$ cat src/hdl/voxel_face_culling_mesher_unit_macros.svh
// ---------------------------------------------------------------------------
// Voxel face culling mesher: assertion macros
// Shared property shapes for the checks at the end of the top level.
// ---------------------------------------------------------------------------
`ifndef VOXEL_FACE_CULLING_MESHER_UNIT_MACROS_SVH
`define VOXEL_FACE_CULLING_MESHER_UNIT_MACROS_SVH

// Same-cycle implication, sampled on clk, off during rst
`define VFCM_ASSERT_NOW(label, ante, cons, msg) \
  label: assert property (@(posedge clk) disable iff (rst) (ante) |-> (cons)) \
    else $error(msg);

// Next-cycle implication, sampled on clk, off during rst
`define VFCM_ASSERT_NEXT(label, ante, cons, msg) \
  label: assert property (@(posedge clk) disable iff (rst) (ante) |=> (cons)) \
    else $error(msg);

`endif

$ cat src/hdl/vfcm_pkg.sv
// ---------------------------------------------------------------------------
// vfcm_pkg
// Grid geometry, field widths, command codes and shared types of the mesher.
// ---------------------------------------------------------------------------
package vfcm_pkg;

  // Grid geometry: interior LINE x LINE, one cell of padding on x and y
  localparam int LINE     = 16;
  localparam int DEPTH_Z  = 64;
  localparam int SECTIONS = 16;
  localparam int EXT      = LINE + 2;
  localparam int PLANE    = EXT * EXT;
  localparam int CELLS    = PLANE * DEPTH_Z;
  localparam int IDX_W    = $clog2(CELLS);

  // Field widths
  localparam int XY_W  = 5;
  localparam int Z_W   = 6;
  localparam int VAL_W = 5;
  localparam int THR_W = 6;
  localparam int SEC_W = 4;
  localparam int DIR_W = 3;
  localparam int FXY_W = 4;
  localparam int BV_W  = 19;
  localparam int NDIR  = 6;

  localparam int VERTS_PER_FACE = 4;
  localparam logic signed [THR_W-1:0] THR_RESET = THR_W'(10);

  // Commands
  typedef enum logic [1:0] {
    OP_WRITE = 2'd0,
    OP_START = 2'd1,
    OP_MESH  = 2'd2,
    OP_READ  = 2'd3
  } op_t;

  // Face directions
  localparam logic [DIR_W-1:0] DIR_PZ = 3'd0;
  localparam logic [DIR_W-1:0] DIR_NZ = 3'd1;
  localparam logic [DIR_W-1:0] DIR_PY = 3'd2;
  localparam logic [DIR_W-1:0] DIR_NY = 3'd3;
  localparam logic [DIR_W-1:0] DIR_PX = 3'd4;
  localparam logic [DIR_W-1:0] DIR_NX = 3'd5;

  // Result kinds
  localparam logic KIND_FACE = 1'b0;
  localparam logic KIND_READ = 1'b1;

  typedef struct packed {
    op_t              operation;
    logic [XY_W-1:0]  pos_x;
    logic [XY_W-1:0]  pos_y;
    logic [Z_W-1:0]   pos_z;
    logic [VAL_W-1:0] cell_value;
  } in_item_t;

  typedef struct packed {
    logic             kind;
    logic [SEC_W-1:0] section;
    logic [DIR_W-1:0] direction;
    logic [FXY_W-1:0] face_x;
    logic [FXY_W-1:0] face_y;
    logic [Z_W-1:0]   face_z;
    logic [BV_W-1:0]  base_vertex;
    logic [VAL_W-1:0] voxel_value;
    logic [IDX_W-1:0] cell_index;
    logic             last;
  } out_item_t;

  // Request to the address unit
  typedef struct packed {
    logic             sel_nb;    // 1: base + neighbor offset, 0: flat index of coords
    logic             interior;  // coords are interior, shift by the padding
    logic [XY_W-1:0]  x;
    logic [XY_W-1:0]  y;
    logic [Z_W-1:0]   z;
    logic [IDX_W-1:0] base;
    logic [DIR_W-1:0] dir;
  } addr_req_t;

  // Request to the grid memory
  typedef struct packed {
    logic             we;
    logic             re;
    logic [IDX_W-1:0] addr;
    logic [VAL_W-1:0] wdata;
  } grid_req_t;

endpackage

$ cat src/hdl/vfcm_addr.sv
// ---------------------------------------------------------------------------
// vfcm_addr
// Shared address unit: flat index of a position, or a neighbor of a cell.
// ---------------------------------------------------------------------------
module vfcm_addr
  import vfcm_pkg::*;
(
  input  addr_req_t        req,
  output logic [IDX_W-1:0] addr
);

  localparam int IDX_SPAN = 1 << IDX_W;

  function automatic logic [IDX_W-1:0] nb_offset(input logic [DIR_W-1:0] dir);
    logic [IDX_W-1:0] off;
    case (dir)
      DIR_PZ:  off = IDX_W'(PLANE);
      DIR_NZ:  off = IDX_W'(IDX_SPAN - PLANE);
      DIR_PY:  off = IDX_W'(EXT);
      DIR_NY:  off = IDX_W'(IDX_SPAN - EXT);
      DIR_PX:  off = IDX_W'(1);
      DIR_NX:  off = IDX_W'(IDX_SPAN - 1);
      default: off = '0;
    endcase
    return off;
  endfunction

  logic [XY_W:0]    px;
  logic [XY_W:0]    py;
  logic [IDX_W-1:0] flat;

  // Interior positions sit one cell in from the padding
  assign px = {1'b0, req.x} + (XY_W+1)'(req.interior);
  assign py = {1'b0, req.y} + (XY_W+1)'(req.interior);

  assign flat = IDX_W'(px) + IDX_W'(py) * IDX_W'(EXT) + IDX_W'(req.z) * IDX_W'(PLANE);

  // Neighbor offsets wrap modulo the index width
  assign addr = req.sel_nb ? (req.base + nb_offset(req.dir)) : flat;

endmodule

$ cat config.mk
export PLATFORM = sky130hd
export DESIGN_NAME = vfcm_addr
export DESIGN_NICKNAME = d
export VERILOG_FILES = /design/src/hdl/voxel_face_culling_mesher_unit_macros.svh /design/src/hdl/vfcm_pkg.sv /design/src/hdl/vfcm_addr.sv
export SDC_FILE = /design/constraint.sdc
export NUM_CORES = 1
export LEC_CHECK = 0
export BUFFER_PORTS_ARGS = -buffer_cell sky130_fd_sc_hd__buf_4
export CAP_MARGIN = 15
export CELL_PAD_IN_SITES_DETAIL_PLACEMENT = 1
export CELL_PAD_IN_SITES_GLOBAL_PLACEMENT = 2
export CORE_MARGIN = 1.5
export CORE_UTILIZATION = 33
export DETAILED_ROUTE_END_ITERATION = 8
export PLACE_DENSITY = 0.95
export SLEW_MARGIN = 40
export SYNTH_ARGS = -nofsm -noshare
export SYNTH_HDL_FRONTEND = slang
export SYNTH_SLANG_ARGS = --single-unit
$ cat constraint.sdc
create_clock -name vclk -period 4.45
set_input_delay 0 -clock vclk [all_inputs]
set_output_delay 0 -clock vclk [all_outputs]
set_load 0.01 [all_outputs]
==> impl_metrics.csv <==
group,metric,value,unit
outcome,status,"complete, no violations",
floorplan,start_util,34.7,%
floorplan,die_h,85.7,um
logic_synthesis,syn_avg_cell_area,7.94,sq um
critical_path,critical-path-max-stage-delay,0.46,ns
logic_synthesis,ys_types,45,
timing,final_max_slew_viol_count,0,
critical_path,worstPathRequired,4.45,ns
global_route,grt_max_degree,16,
finish,num-nets-final,438,
placement,gp_congestion,0.847,
global_route,grt_pass1_wl,10200,um
worst_hold_path,hp-class,"in2out",
timing,fmax,0.234,GHz
logic_synthesis,synthCells,284,
placement,io_buffers,51,
route,drc_errors,0,
route,totalWireLength,5820,um
critical_path,startpoint_type,"primary input",
timing,fin_crit_sh,95.9,%
route,first_pass_iters,4,
timing,period_minus_slack,4.27,ns
finish,seq_cells,0,
finish,final_cell_area,0.00275,sq mm
finish,ff_latch_area,0,sq um
finish,drive_gt1_share,19.2,%
route,drt_iter0_drc,46,
floorplan,num_rows,29,
critical_path,critPathTopFamily,"adder cells",
global_route,overflow,0,
timing,relSlewSlack,63.1,%
critical_path,crit_path_max_fanout,5,
logic_synthesis,seq_area_frac_synth,0,%
placement,placed_cell_area,0.00273,sq mm
finish,syn_to_final_growth,21.9,%
flow_run,cap_violations,0,
critical_path,path_cells,"buf_4 > ha_1 > ha_1 > nand3_1 > xor2_2 > inv_1 > ha_1 > ha_1 > fa_1 > xor2_1 > ha_1 > ha_1 > a2111o_1 > o21ai_1 > a2111o_1 > a2111oi_4 > xnor2_1 > o211a_1 > buf_4",
floorplan,die-width,85.7,um
finish,fillers,816,
logic_synthesis,synth_fp_nets,386,
floorplan,coreArea,0.00649,sq mm
route,avgViaCountPerCell,5.39,
critical_path,crit_type,"in2out",
timing,hold_viol,0,
route,num_vias,2215,
floorplan,dieArea,0.00734,sq mm
finish,n_antenna_cell,0,
global_route,grt_pass1_vias,2336,
route,wl_per_cell,14.2,um
critical_path,crit_path_top_delay_cell,"a2111o_1",
critical_path,cp_common_cell,"ha_1",
timing,setup_viol,0,
logic_synthesis,ys_warn_count,0,
timing,tightest_slew,0.548,ns
critical_path,crit_buf_inv,3,
floorplan,io_pins,51,
global_route,track_usage,16.3,%
critical_path,crit_arrival,4.27,ns
pwr,p_leak,1.43,nW
route,drtAntennaViolNets,0,
pwr,peakVddDrop,75.0,uV
timing,tns,0,ns
finish,instances_no_fill,411,
logic_synthesis,syn_area,0.00226,sq mm
placement,dp_hpwl,5220,um
pwr,powerDensity,250,mW/mm^2
cts,cts_hold_buf,0,
critical_path,worst_setup_path_end_kind,"primary output",
global_route,grt_antenna_before_repair,0,
finish,nClkBuffers,0,
placement,dp_cells,410,
[final timing paths]
| check | slack, ns | to | startpoint | cells past startpoint |
|---|---|---|---|---|
| setup / recovery | 0.18 | addr[14] | req[24] | 19 |
| hold / removal | 0.41 | addr[2] | req[35] | 3 |
[per-layer routing]
metal / routed length (um) / part of all wire [%] / vias to the layer above / track usage [%]
met4: 0 / 0 / 0 / 0
met3: 156 / 2.7 / 0 / 0.289
met2: 3010 / 52 / 35 / 33.0
met5: 0 / 0 / - / 0
met1: 2660 / 46 / 1035 / 20.2
li1: - / - / 1145 / -
[power breakdown]
part	total (mW)	switching (mW)	internal, mW
Combinational	0.687	0.362	0.325
Clock	0	0	0
Sequential	0	0	0
Total	0.687	0.362	0.325
[area by class of cell]
cell class                 instances  area [sq um]  share of cell area [%]
inverter                          27           101                    3.69
multi-input combinational        255          2160                    78.6
tap                               77          96.3                    3.50
timing repair buffer              52           390                    14.2
[layout by cell type (no fill, tap or decap), drive strengths merged, types with 2 or more instances in the layout]
master  synthesis  final
ha             59     59
buf             0     52
inv            27     27
a21oi          26     26
o21ai          21     21
nand2          17     17
nor2           15     15
xnor2          15     15
a21o           14     14
xor2           14     14
a211oi          9      9
fa              7      7
mux2            6      6
nand3           4      4
nor2b           4      4
and3            3      3
o21a            3      3
o211a           3      3
nor3            3      3
o211ai          3      3
nor4            3      3
a2111o          2      2
a211o           2      2
and2            2      2
mux2i           2      2
o22ai           2      2
a21boi          2      2
[per-stage QoR]
step	util, %	total power [mW]	hold WS [ns]	setup slack (ns)
final	42.3	0.687	0.406	0.180
after global routing	42.3	0.776	0.440	-0.0324
after CTS	42.0	0.692	0.411	0.0800
after detailed placement	42.0	0.688	0.410	0.0962
after global placement	42.0	0.669	0.406	0.285
after floorplan	-	0.471	0.158	0.695
[logic make-up after synthesis]
logic type / count (synthesis) / share of synthesized area, %
buffers and inverters: 29 / 4.83
and+or+nand+nor: 57 / 12.5
muxes: 8 / 3.88
AOI/OAI and AO/OA: 94 / 28.1
adders and majority gates: 67 / 39.4
xor gates and xnor gates: 29 / 11.3
[cell usage after synthesis, drive strengths merged, types with 4 or more instances]
master   n  share of area, %
a21oi   26               5.8
nand3    4              0.89
nand2   17               2.8
mux2     6               3.0
xor2    14               5.4
nor2b    4               1.1
xnor2   15               5.8
fa       7               6.2
inv     27               4.5
a21o    14               4.7
nor2    15               2.5
a211oi   9               3.2
ha      59                33
o21ai   21               4.7
[timing repair]
action,4_1_cts,5_1_grt
setup endpoints to repair,0,2
resized for setup,0,2
setup buffers,0,1
(Power assumes the default switching activity.)
