**src/hdl/voxel_face_culling_mesher_unit_macros.svh**
```systemverilog
// ---------------------------------------------------------------------------
// Voxel face culling mesher: assertion macros
// Shared property shapes for the checks at the end of the top level.
// ---------------------------------------------------------------------------
`ifndef VOXEL_FACE_CULLING_MESHER_UNIT_MACROS_SVH
`define VOXEL_FACE_CULLING_MESHER_UNIT_MACROS_SVH

// Same-cycle implication, sampled on clk, off during rst
`define VFCM_ASSERT_NOW(label, ante, cons, msg) \
  label: assert property (@(posedge clk) disable iff (rst) (ante) |-> (cons)) \
    else $error(msg);

// Next-cycle implication, sampled on clk, off during rst
`define VFCM_ASSERT_NEXT(label, ante, cons, msg) \
  label: assert property (@(posedge clk) disable iff (rst) (ante) |=> (cons)) \
    else $error(msg);

`endif

```
**src/hdl/vfcm_pkg.sv**
```systemverilog
// ---------------------------------------------------------------------------
// vfcm_pkg
// Grid geometry, field widths, command codes and shared types of the mesher.
// ---------------------------------------------------------------------------
package vfcm_pkg;

  // Grid geometry: interior LINE x LINE, one cell of padding on x and y
  localparam int LINE     = 16;
  localparam int DEPTH_Z  = 64;
  localparam int SECTIONS = 16;
  localparam int EXT      = LINE + 2;
  localparam int PLANE    = EXT * EXT;
  localparam int CELLS    = PLANE * DEPTH_Z;
  localparam int IDX_W    = $clog2(CELLS);

  // Field widths
  localparam int XY_W  = 5;
  localparam int Z_W   = 6;
  localparam int VAL_W = 5;
  localparam int THR_W = 6;
  localparam int SEC_W = 4;
  localparam int DIR_W = 3;
  localparam int FXY_W = 4;
  localparam int BV_W  = 19;
  localparam int NDIR  = 6;

  localparam int VERTS_PER_FACE = 4;
  localparam logic signed [THR_W-1:0] THR_RESET = THR_W'(10);

  // Commands
  typedef enum logic [1:0] {
    OP_WRITE = 2'd0,
    OP_START = 2'd1,
    OP_MESH  = 2'd2,
    OP_READ  = 2'd3
  } op_t;

  // Face directions
  localparam logic [DIR_W-1:0] DIR_PZ = 3'd0;
  localparam logic [DIR_W-1:0] DIR_NZ = 3'd1;
  localparam logic [DIR_W-1:0] DIR_PY = 3'd2;
  localparam logic [DIR_W-1:0] DIR_NY = 3'd3;
  localparam logic [DIR_W-1:0] DIR_PX = 3'd4;
  localparam logic [DIR_W-1:0] DIR_NX = 3'd5;

  // Result kinds
  localparam logic KIND_FACE = 1'b0;
  localparam logic KIND_READ = 1'b1;

  typedef struct packed {
    op_t              operation;
    logic [XY_W-1:0]  pos_x;
    logic [XY_W-1:0]  pos_y;
    logic [Z_W-1:0]   pos_z;
    logic [VAL_W-1:0] cell_value;
  } in_item_t;

  typedef struct packed {
    logic             kind;
    logic [SEC_W-1:0] section;
    logic [DIR_W-1:0] direction;
    logic [FXY_W-1:0] face_x;
    logic [FXY_W-1:0] face_y;
    logic [Z_W-1:0]   face_z;
    logic [BV_W-1:0]  base_vertex;
    logic [VAL_W-1:0] voxel_value;
    logic [IDX_W-1:0] cell_index;
    logic             last;
  } out_item_t;

  // Request to the address unit
  typedef struct packed {
    logic             sel_nb;    // 1: base + neighbor offset, 0: flat index of coords
    logic             interior;  // coords are interior, shift by the padding
    logic [XY_W-1:0]  x;
    logic [XY_W-1:0]  y;
    logic [Z_W-1:0]   z;
    logic [IDX_W-1:0] base;
    logic [DIR_W-1:0] dir;
  } addr_req_t;

  // Request to the grid memory
  typedef struct packed {
    logic             we;
    logic             re;
    logic [IDX_W-1:0] addr;
    logic [VAL_W-1:0] wdata;
  } grid_req_t;

endpackage

```
**src/hdl/vfcm_ctrl.sv**
```systemverilog
// ---------------------------------------------------------------------------
// vfcm_ctrl
// Command sequencer: grid access, neighbor scan, section counters and the
// result register.
// ---------------------------------------------------------------------------
module vfcm_ctrl
  import vfcm_pkg::*;
(
  input  logic                    clk,
  input  logic                    rst,
  input  logic signed [THR_W-1:0] opaque_threshold,
  input  logic                    in_valid,
  output logic                    in_ready,
  input  in_item_t                in_item,
  output logic                    out_valid,
  input  logic                    out_ready,
  output out_item_t               out_item,
  output addr_req_t               areq,
  input  logic [IDX_W-1:0]        addr,
  output grid_req_t               greq,
  input  logic [VAL_W-1:0]        rdata
);

  typedef enum logic [5:0] {
    S_IDLE   = 6'b000001,
    S_ADDR   = 6'b000010,
    S_CENTER = 6'b000100,
    S_SCAN   = 6'b001000,
    S_EMIT   = 6'b010000,
    S_RDOUT  = 6'b100000
  } state_t;

  state_t state, state_next;

  // Command registers
  op_t              op_q;
  logic [XY_W-1:0]  x_q;
  logic [XY_W-1:0]  y_q;
  logic [Z_W-1:0]   z_q;
  logic [VAL_W-1:0] val_q;
  logic [IDX_W-1:0] idx_q;
  logic             in_range_q;
  logic [SEC_W-1:0] sec_q;
  logic [DIR_W-1:0] dir_q;
  logic [NDIR-1:0]  mask_q;
  logic [BV_W-1:0]  count [SECTIONS];

  logic                    pad_ok;
  logic                    mesh_ok;
  logic signed [VAL_W-1:0] cell_s;
  logic signed [THR_W-1:0] cell_ext;
  logic                    center_ok;
  logic [DIR_W-1:0]        rd_dir;
  logic                    hit;
  logic [NDIR-1:0]         mask_next;
  logic [DIR_W-1:0]        pick;
  logic [NDIR-1:0]         rest;
  logic                    out_free;
  logic                    out_load;

  function automatic logic z_edge(input logic [DIR_W-1:0] d, input logic [Z_W-1:0] z);
    return (d == DIR_PZ && z == Z_W'(DEPTH_Z - 1)) || (d == DIR_NZ && z == '0);
  endfunction

  // Position checks on the latched command
  assign pad_ok  = (int'(x_q) < EXT) && (int'(y_q) < EXT) && (int'(z_q) < DEPTH_Z);
  assign mesh_ok = (int'(x_q) < LINE) && (int'(y_q) < LINE) && (int'(z_q) < DEPTH_Z);

  // Cell type checks and the opacity compare
  assign cell_s    = signed'(rdata);
  assign cell_ext  = THR_W'(cell_s);
  assign center_ok = (cell_s > 0) && (int'(cell_s) <= SECTIONS);
  assign hit       = !z_edge(dir_q, z_q) && (cell_ext < opaque_threshold);
  assign mask_next = mask_q | (NDIR'(hit) << dir_q);

  // Lowest pending face goes out first
  always_comb begin
    pick = '0;
    for (int i = NDIR - 1; i >= 0; i--) begin
      if (mask_q[i]) begin
        pick = DIR_W'(i);
      end
    end
  end
  assign rest = mask_q & ~(NDIR'(1) << pick);

  assign in_ready = (state == S_IDLE);
  assign out_free = !out_valid || out_ready;
  assign out_load = ((state == S_EMIT) || (state == S_RDOUT)) && out_free;
  assign rd_dir   = (state == S_CENTER) ? DIR_PZ : (dir_q + 3'd1);

  // Address unit request
  always_comb begin
    areq.sel_nb   = (state != S_ADDR);
    areq.interior = (op_q == OP_MESH);
    areq.x        = x_q;
    areq.y        = y_q;
    areq.z        = z_q;
    areq.base     = idx_q;
    areq.dir      = rd_dir;
  end

  // Grid access: one write or one read per cycle
  always_comb begin
    greq.we    = (state == S_ADDR) && (op_q == OP_WRITE) && pad_ok;
    greq.addr  = addr;
    greq.wdata = val_q;
    greq.re    = 1'b0;
    case (state)
      S_ADDR:   greq.re = (op_q == OP_READ && pad_ok) || (op_q == OP_MESH && mesh_ok);
      S_CENTER: greq.re = center_ok && !z_edge(DIR_PZ, z_q);
      S_SCAN:   greq.re = (dir_q != DIR_NX) && !z_edge(rd_dir, z_q);
      default:  greq.re = 1'b0;
    endcase
  end

  // Next state
  always_comb begin
    state_next = state;
    case (state)
      S_IDLE:   if (in_valid) state_next = S_ADDR;
      S_ADDR: begin
        case (op_q)
          OP_READ: state_next = S_RDOUT;
          OP_MESH: state_next = mesh_ok ? S_CENTER : S_IDLE;
          default: state_next = S_IDLE;
        endcase
      end
      S_CENTER: state_next = center_ok ? S_SCAN : S_IDLE;
      S_SCAN: begin
        if (dir_q == DIR_NX) begin
          state_next = (mask_next != '0) ? S_EMIT : S_IDLE;
        end
      end
      S_EMIT:   if (out_free && rest == '0) state_next = S_IDLE;
      S_RDOUT:  if (out_free) state_next = S_IDLE;
      default:  state_next = S_IDLE;
    endcase
  end

  // Control state, counters and result valid
  always_ff @(posedge clk) begin
    if (rst) begin
      state     <= S_IDLE;
      out_valid <= 1'b0;
      dir_q     <= '0;
      mask_q    <= '0;
      for (int i = 0; i < SECTIONS; i++) begin
        count[i] <= '0;
      end
    end else begin
      state <= state_next;
      // new result loads as the held one leaves
      if (out_load) begin
        out_valid <= 1'b1;
      end else if (out_ready) begin
        out_valid <= 1'b0;
      end
      case (state)
        S_ADDR: begin
          if (op_q == OP_START) begin
            for (int i = 0; i < SECTIONS; i++) begin
              count[i] <= '0;
            end
          end
        end
        S_CENTER: begin
          dir_q  <= DIR_PZ;
          mask_q <= '0;
        end
        S_SCAN: begin
          mask_q <= mask_next;
          dir_q  <= dir_q + 3'd1;
        end
        S_EMIT: begin
          if (out_free) begin
            mask_q       <= rest;
            count[sec_q] <= count[sec_q] + BV_W'(VERTS_PER_FACE);
          end
        end
        default: ;
      endcase
    end
  end

  // Command latch and result payload
  always_ff @(posedge clk) begin
    case (state)
      S_IDLE: begin
        if (in_valid) begin
          op_q  <= in_item.operation;
          x_q   <= in_item.pos_x;
          y_q   <= in_item.pos_y;
          z_q   <= in_item.pos_z;
          val_q <= in_item.cell_value;
        end
      end
      S_ADDR: begin
        idx_q      <= addr;
        in_range_q <= pad_ok;
      end
      S_CENTER: begin
        sec_q <= SEC_W'(cell_s - 5'sd1);
      end
      S_EMIT: begin
        if (out_free) begin
          out_item.kind        <= KIND_FACE;
          out_item.section     <= sec_q;
          out_item.direction   <= pick;
          out_item.face_x      <= FXY_W'(x_q);
          out_item.face_y      <= FXY_W'(y_q);
          out_item.face_z      <= z_q;
          out_item.base_vertex <= count[sec_q];
          out_item.voxel_value <= '0;
          out_item.cell_index  <= '0;
          out_item.last        <= (rest == '0);
        end
      end
      S_RDOUT: begin
        if (out_free) begin
          out_item.kind        <= KIND_READ;
          out_item.section     <= '0;
          out_item.direction   <= '0;
          out_item.face_x      <= '0;
          out_item.face_y      <= '0;
          out_item.face_z      <= '0;
          out_item.base_vertex <= '0;
          out_item.voxel_value <= in_range_q ? rdata : '0;
          out_item.cell_index  <= in_range_q ? idx_q : '0;
          out_item.last        <= 1'b1;
        end
      end
      default: ;
    endcase
  end

endmodule
```
**config.mk**
```make
export PLATFORM = sky130hd
export DESIGN_NAME = vfcm_ctrl
export DESIGN_NICKNAME = d
export VERILOG_FILES = /design/src/hdl/voxel_face_culling_mesher_unit_macros.svh /design/src/hdl/vfcm_pkg.sv /design/src/hdl/vfcm_ctrl.sv
export SDC_FILE = /design/constraint.sdc
export NUM_CORES = 1
export LEC_CHECK = 0
export BUFFER_PORTS_ARGS = -buffer_cell sky130_fd_sc_hd__buf_4
export CAP_MARGIN = 15
export CORE_AREA = 2 2 189 191
export CTS_CLUSTER_SIZE = 16
export DETAILED_ROUTE_END_ITERATION = 16
export DIE_AREA = 0 0 191 193
export PLACE_DENSITY = 0.71
export SLEW_MARGIN = 20
export SYNTH_ARGS = -nofsm -noshare
export SYNTH_HDL_FRONTEND = slang
export SYNTH_SLANG_ARGS = --single-unit
export TNS_END_PERCENT = 50
```
**constraint.sdc**
```tcl
create_clock -name clk -period 5.5 [get_ports clk]
set_input_delay 0.275 -clock clk [delete_from_list [all_inputs] [get_ports clk]]
set_output_delay 0.275 -clock clk [all_outputs]
set_load 0.01 [all_outputs]
```
==> results.json <==
{
  "power.leakage_nw": 8.31,
  "row_count": 69,
  "clkTransAtPathRegs_ns": 0.06,
  "ys_seq_area_share_pct": 66.8,
  "num-fill-cells": 2523,
  "end_kind": "flop",
  "maxSlewViolCount": 0,
  "setup_viol": 0,
  "start_kind": "flop",
  "numPortBuffers": 174,
  "synth.net_count": 1389,
  "clk_latency_ns": 0.56,
  "min_path_type": "input pin to flop",
  "final_cell_mix": "edfxtp_1 (409), nor2_1 (253), buf_4 (229), a21oi_1 (69), nand2_1 (60)",
  "timing.setup.tns_ns": 0,
  "routed_wl_um": 53000,
  "dr.first_iter.drc_count": 1479,
  "ir_drop_v": 0.000220,
  "grt_max_degree": 64,
  "dp_hpwl_um": 31200,
  "clk_path_buf_depth": 3,
  "synthCells": 1326,
  "synth_warnings": 0,
  "synth_edf_count": 409,
  "htreeDepth": 2,
  "antenna_cells": 0,
  "die_h_um": 193,
  "synthFlopType": "edfxtp_1",
  "dieArea_um2": 36900,
  "cts_resized": 0,
  "max_stage_delay_ns": 0.93,
  "post-cts-setup-buffer-count": 0,
  "avgSynthCellArea_um2": 14.3,
  "fin_skew_ns": 0.0243,
  "via_per_inst": 6.14,
  "cts_tree": "built",
  "pin_count": 175,
  "synth-seq-cells": 429,
  "required_ns": 5.75,
  "fin_nets": 1582,
  "start_util_pct": 54.3,
  "numCtsBuffers": 45,
  "grt_overflow_total": 0,
  "cts_sinks": 429,
  "max_clock_freq_mhz": 254,
  "syn_to_final_growth_pct": 17.7,
  "grt.total_usage_pct": 28.8,
  "drive_gt1_share_pct": 26.0,
  "coreArea_um2": 35000,
  "timing.final.ws_setup_ns": 1.56,
  "clock_tree.root_cell": "clkbuf_16",
  "power_density_nw_per_um2": 320,
  "final_common_cell": "edfxtp_1",
  "finalCritPeriodShare_pct": 71.7,
  "via_count": 12400,
  "grt_setup_unrepaired": "no",
  "crit_chain": "buf_4 -> mux4_2 -> mux2i_1 -> mux2i_2 -> nor3b_4 -> nand3_2 -> o21ai_1 -> a21oi_1",
  "tightest_slew_ns": 1.10,
  "slew_headroom_pct": 26.1,
  "grt_pass1_vias": 12400,
  "grt_pass1_wl_um": 76800,
  "crit_path_top_delay_cell": "o21ai_1",
  "async_flop_share_pct": 0,
  "post-route-min-period_ns": 3.94,
  "synth_cell_types": 74,
  "post_drt_wl_per_cell_um": 26.3,
  "ant_nets": 0,
  "crit_fanout": 21,
  "die_x_um": 191,
  "timing_worst_setup_path_type": "flop to flop",
  "maxCapViolations": 0,
  "antenna_found_initial": 0,
  "hold_violations": 0,
  "status": "finished clean",
  "place.gp.congestion": 0.858,
  "arrival_ns": 4.19,
  "netlist_area_um2": 19000,
  "dp_slack_ns": 1.58,
  "dr.pass1.iters": 5,
  "drc": 0
}
-- sequential cells by signal (all words and copies together) (netlist names), named ones only --
name / flops
y_q: 5
out_valid: 1
state: 6
op_q: 2
mask_q: 6
idx_q: 15
sec_q: 4
x_q: 5
in_range_q: 1
val_q: 5
out_item: 62
z_q: 6
count: 304
dir_q: 3
-- final cells by class --
| cell class | instances | area, um2 | share of cell area, % |
|---|---|---|---|
| flip-flops and latches | 429 | 12700 | 56.8 |
| multi-input cells | 757 | 5580 | 25.0 |
| repair buffers | 268 | 2110 | 9.44 |
| clock buffers | 65 | 1250 | 5.61 |
| well taps | 461 | 577 | 2.58 |
| inverters | 18 | 67.6 | 0.302 |
| clock inverters | 14 | 66.3 | 0.297 |
-- critical path: cells and delay by family, from the launching register on --
kind            cells  cell delay, ns
flops               1            0.73
mux                 3            0.67
buf+inv             1            0.45
compound gates      2            1.10
simple gates        2            0.66
-- what timing repair did --
item / 4_1_cts / 5_1_grt
setup endpoints to repair: 0 / 0
endpoints found under the hold margin: 39 / 0
hold buffers: 39 / 0
-- synth_stat cells, types with 7 or more instances --
cell	count	share of area [%]
edfxtp_1	409	65
nor2_1	254	5.0
clkbuf_1	73	1.4
a21oi_1	69	1.8
nand2_1	60	1.2
mux4_2	55	6.5
nor2b_1	35	1.2
a21oi_2	30	1.4
mux2i_1	26	1.4
and3_1	25	0.82
nor3_1	22	0.58
dfxtp_1	20	2.1
nand3_1	19	0.50
buf_4	18	0.71
inv_1	18	0.36
buf_2	17	0.45
mux4_1	16	2.2
ha_1	10	0.66
a22oi_1	8	0.32
nor4_1	8	0.26
o21ai_0	8	0.21
a221oi_1	7	0.32
o21ai_1	7	0.18
-- metrics by stage --
step | instances | hold slack, ns | utilization (%) | total power [mW] | instance area, um2
final | 2012 | 0.0439 | 63.9 | 7.14 | 22300
after global routing | 2012 | 0.0484 | 63.9 | 7.33 | 22300
after CTS | 2012 | 0.0302 | 63.8 | 7.15 | 22300
after detailed placement | 1894 | 0.455 | 59.0 | 4.39 | 20600
after global placement | 1894 | 0.453 | 58.9 | 4.38 | 20600
after floorplan | 1326 | 0.374 | - | 4.12 | 19000
-- layer usage --
metal | part of all wire (%) | global-route usage, % | vias to the layer above | wire length [um]
met5 | 0 | 0 | - | 0
met3 | 9.3 | 6.41 | 131 | 4930
met4 | 3.3 | 10.6 | 0 | 1750
met1 | 38 | 38.4 | 6260 | 20100
li1 | - | - | 5322 | -
met2 | 49 | 46.8 | 640 | 26200
-- power breakdown --
part	leakage (nW)	switching [mW]	internal [mW]	total, mW
registers	4.30	0.0673	3.75	3.82
logic	3.37	0.332	0.209	0.541
clock network	0.639	1.20	1.58	2.78
total	8.31	1.60	5.54	7.14
-- worst paths after layout --
| check | slack, ns | end | depth (start not counted) | from |
|---|---|---|---|---|
| setup reg to reg | 1.56 | count[8][15]$_SDFFCE_PN0P_ | 8 | flop |
| setup / recovery | 1.56 | count[8][15]$_SDFFCE_PN0P_ | 8 | flop |
| hold / removal | 0.04 | mask_q[0]$_SDFFE_PP0P_ | 2 | rst |
| hold reg to reg | 0.54 | dir_q[2]$_SDFFE_PP0N_ | 2 | dir_q[2]$_SDFFE_PP0N_ |
-- cell families after synthesis --
family / after synthesis / share of synthesized area [%]
buffers and inverters: 140 / 4.03
AND/OR/NAND/NOR: 467 / 11.3
adder cells (fa/ha/maj): 11 / 0.712
XOR/XNOR: 11 / 0.507
flip-flops: 429 / 66.8
AO/OA/AOI/OAI: 165 / 6.10
multiplexers: 103 / 10.5
No activity file was read; power rests on OpenSTA's default activity.
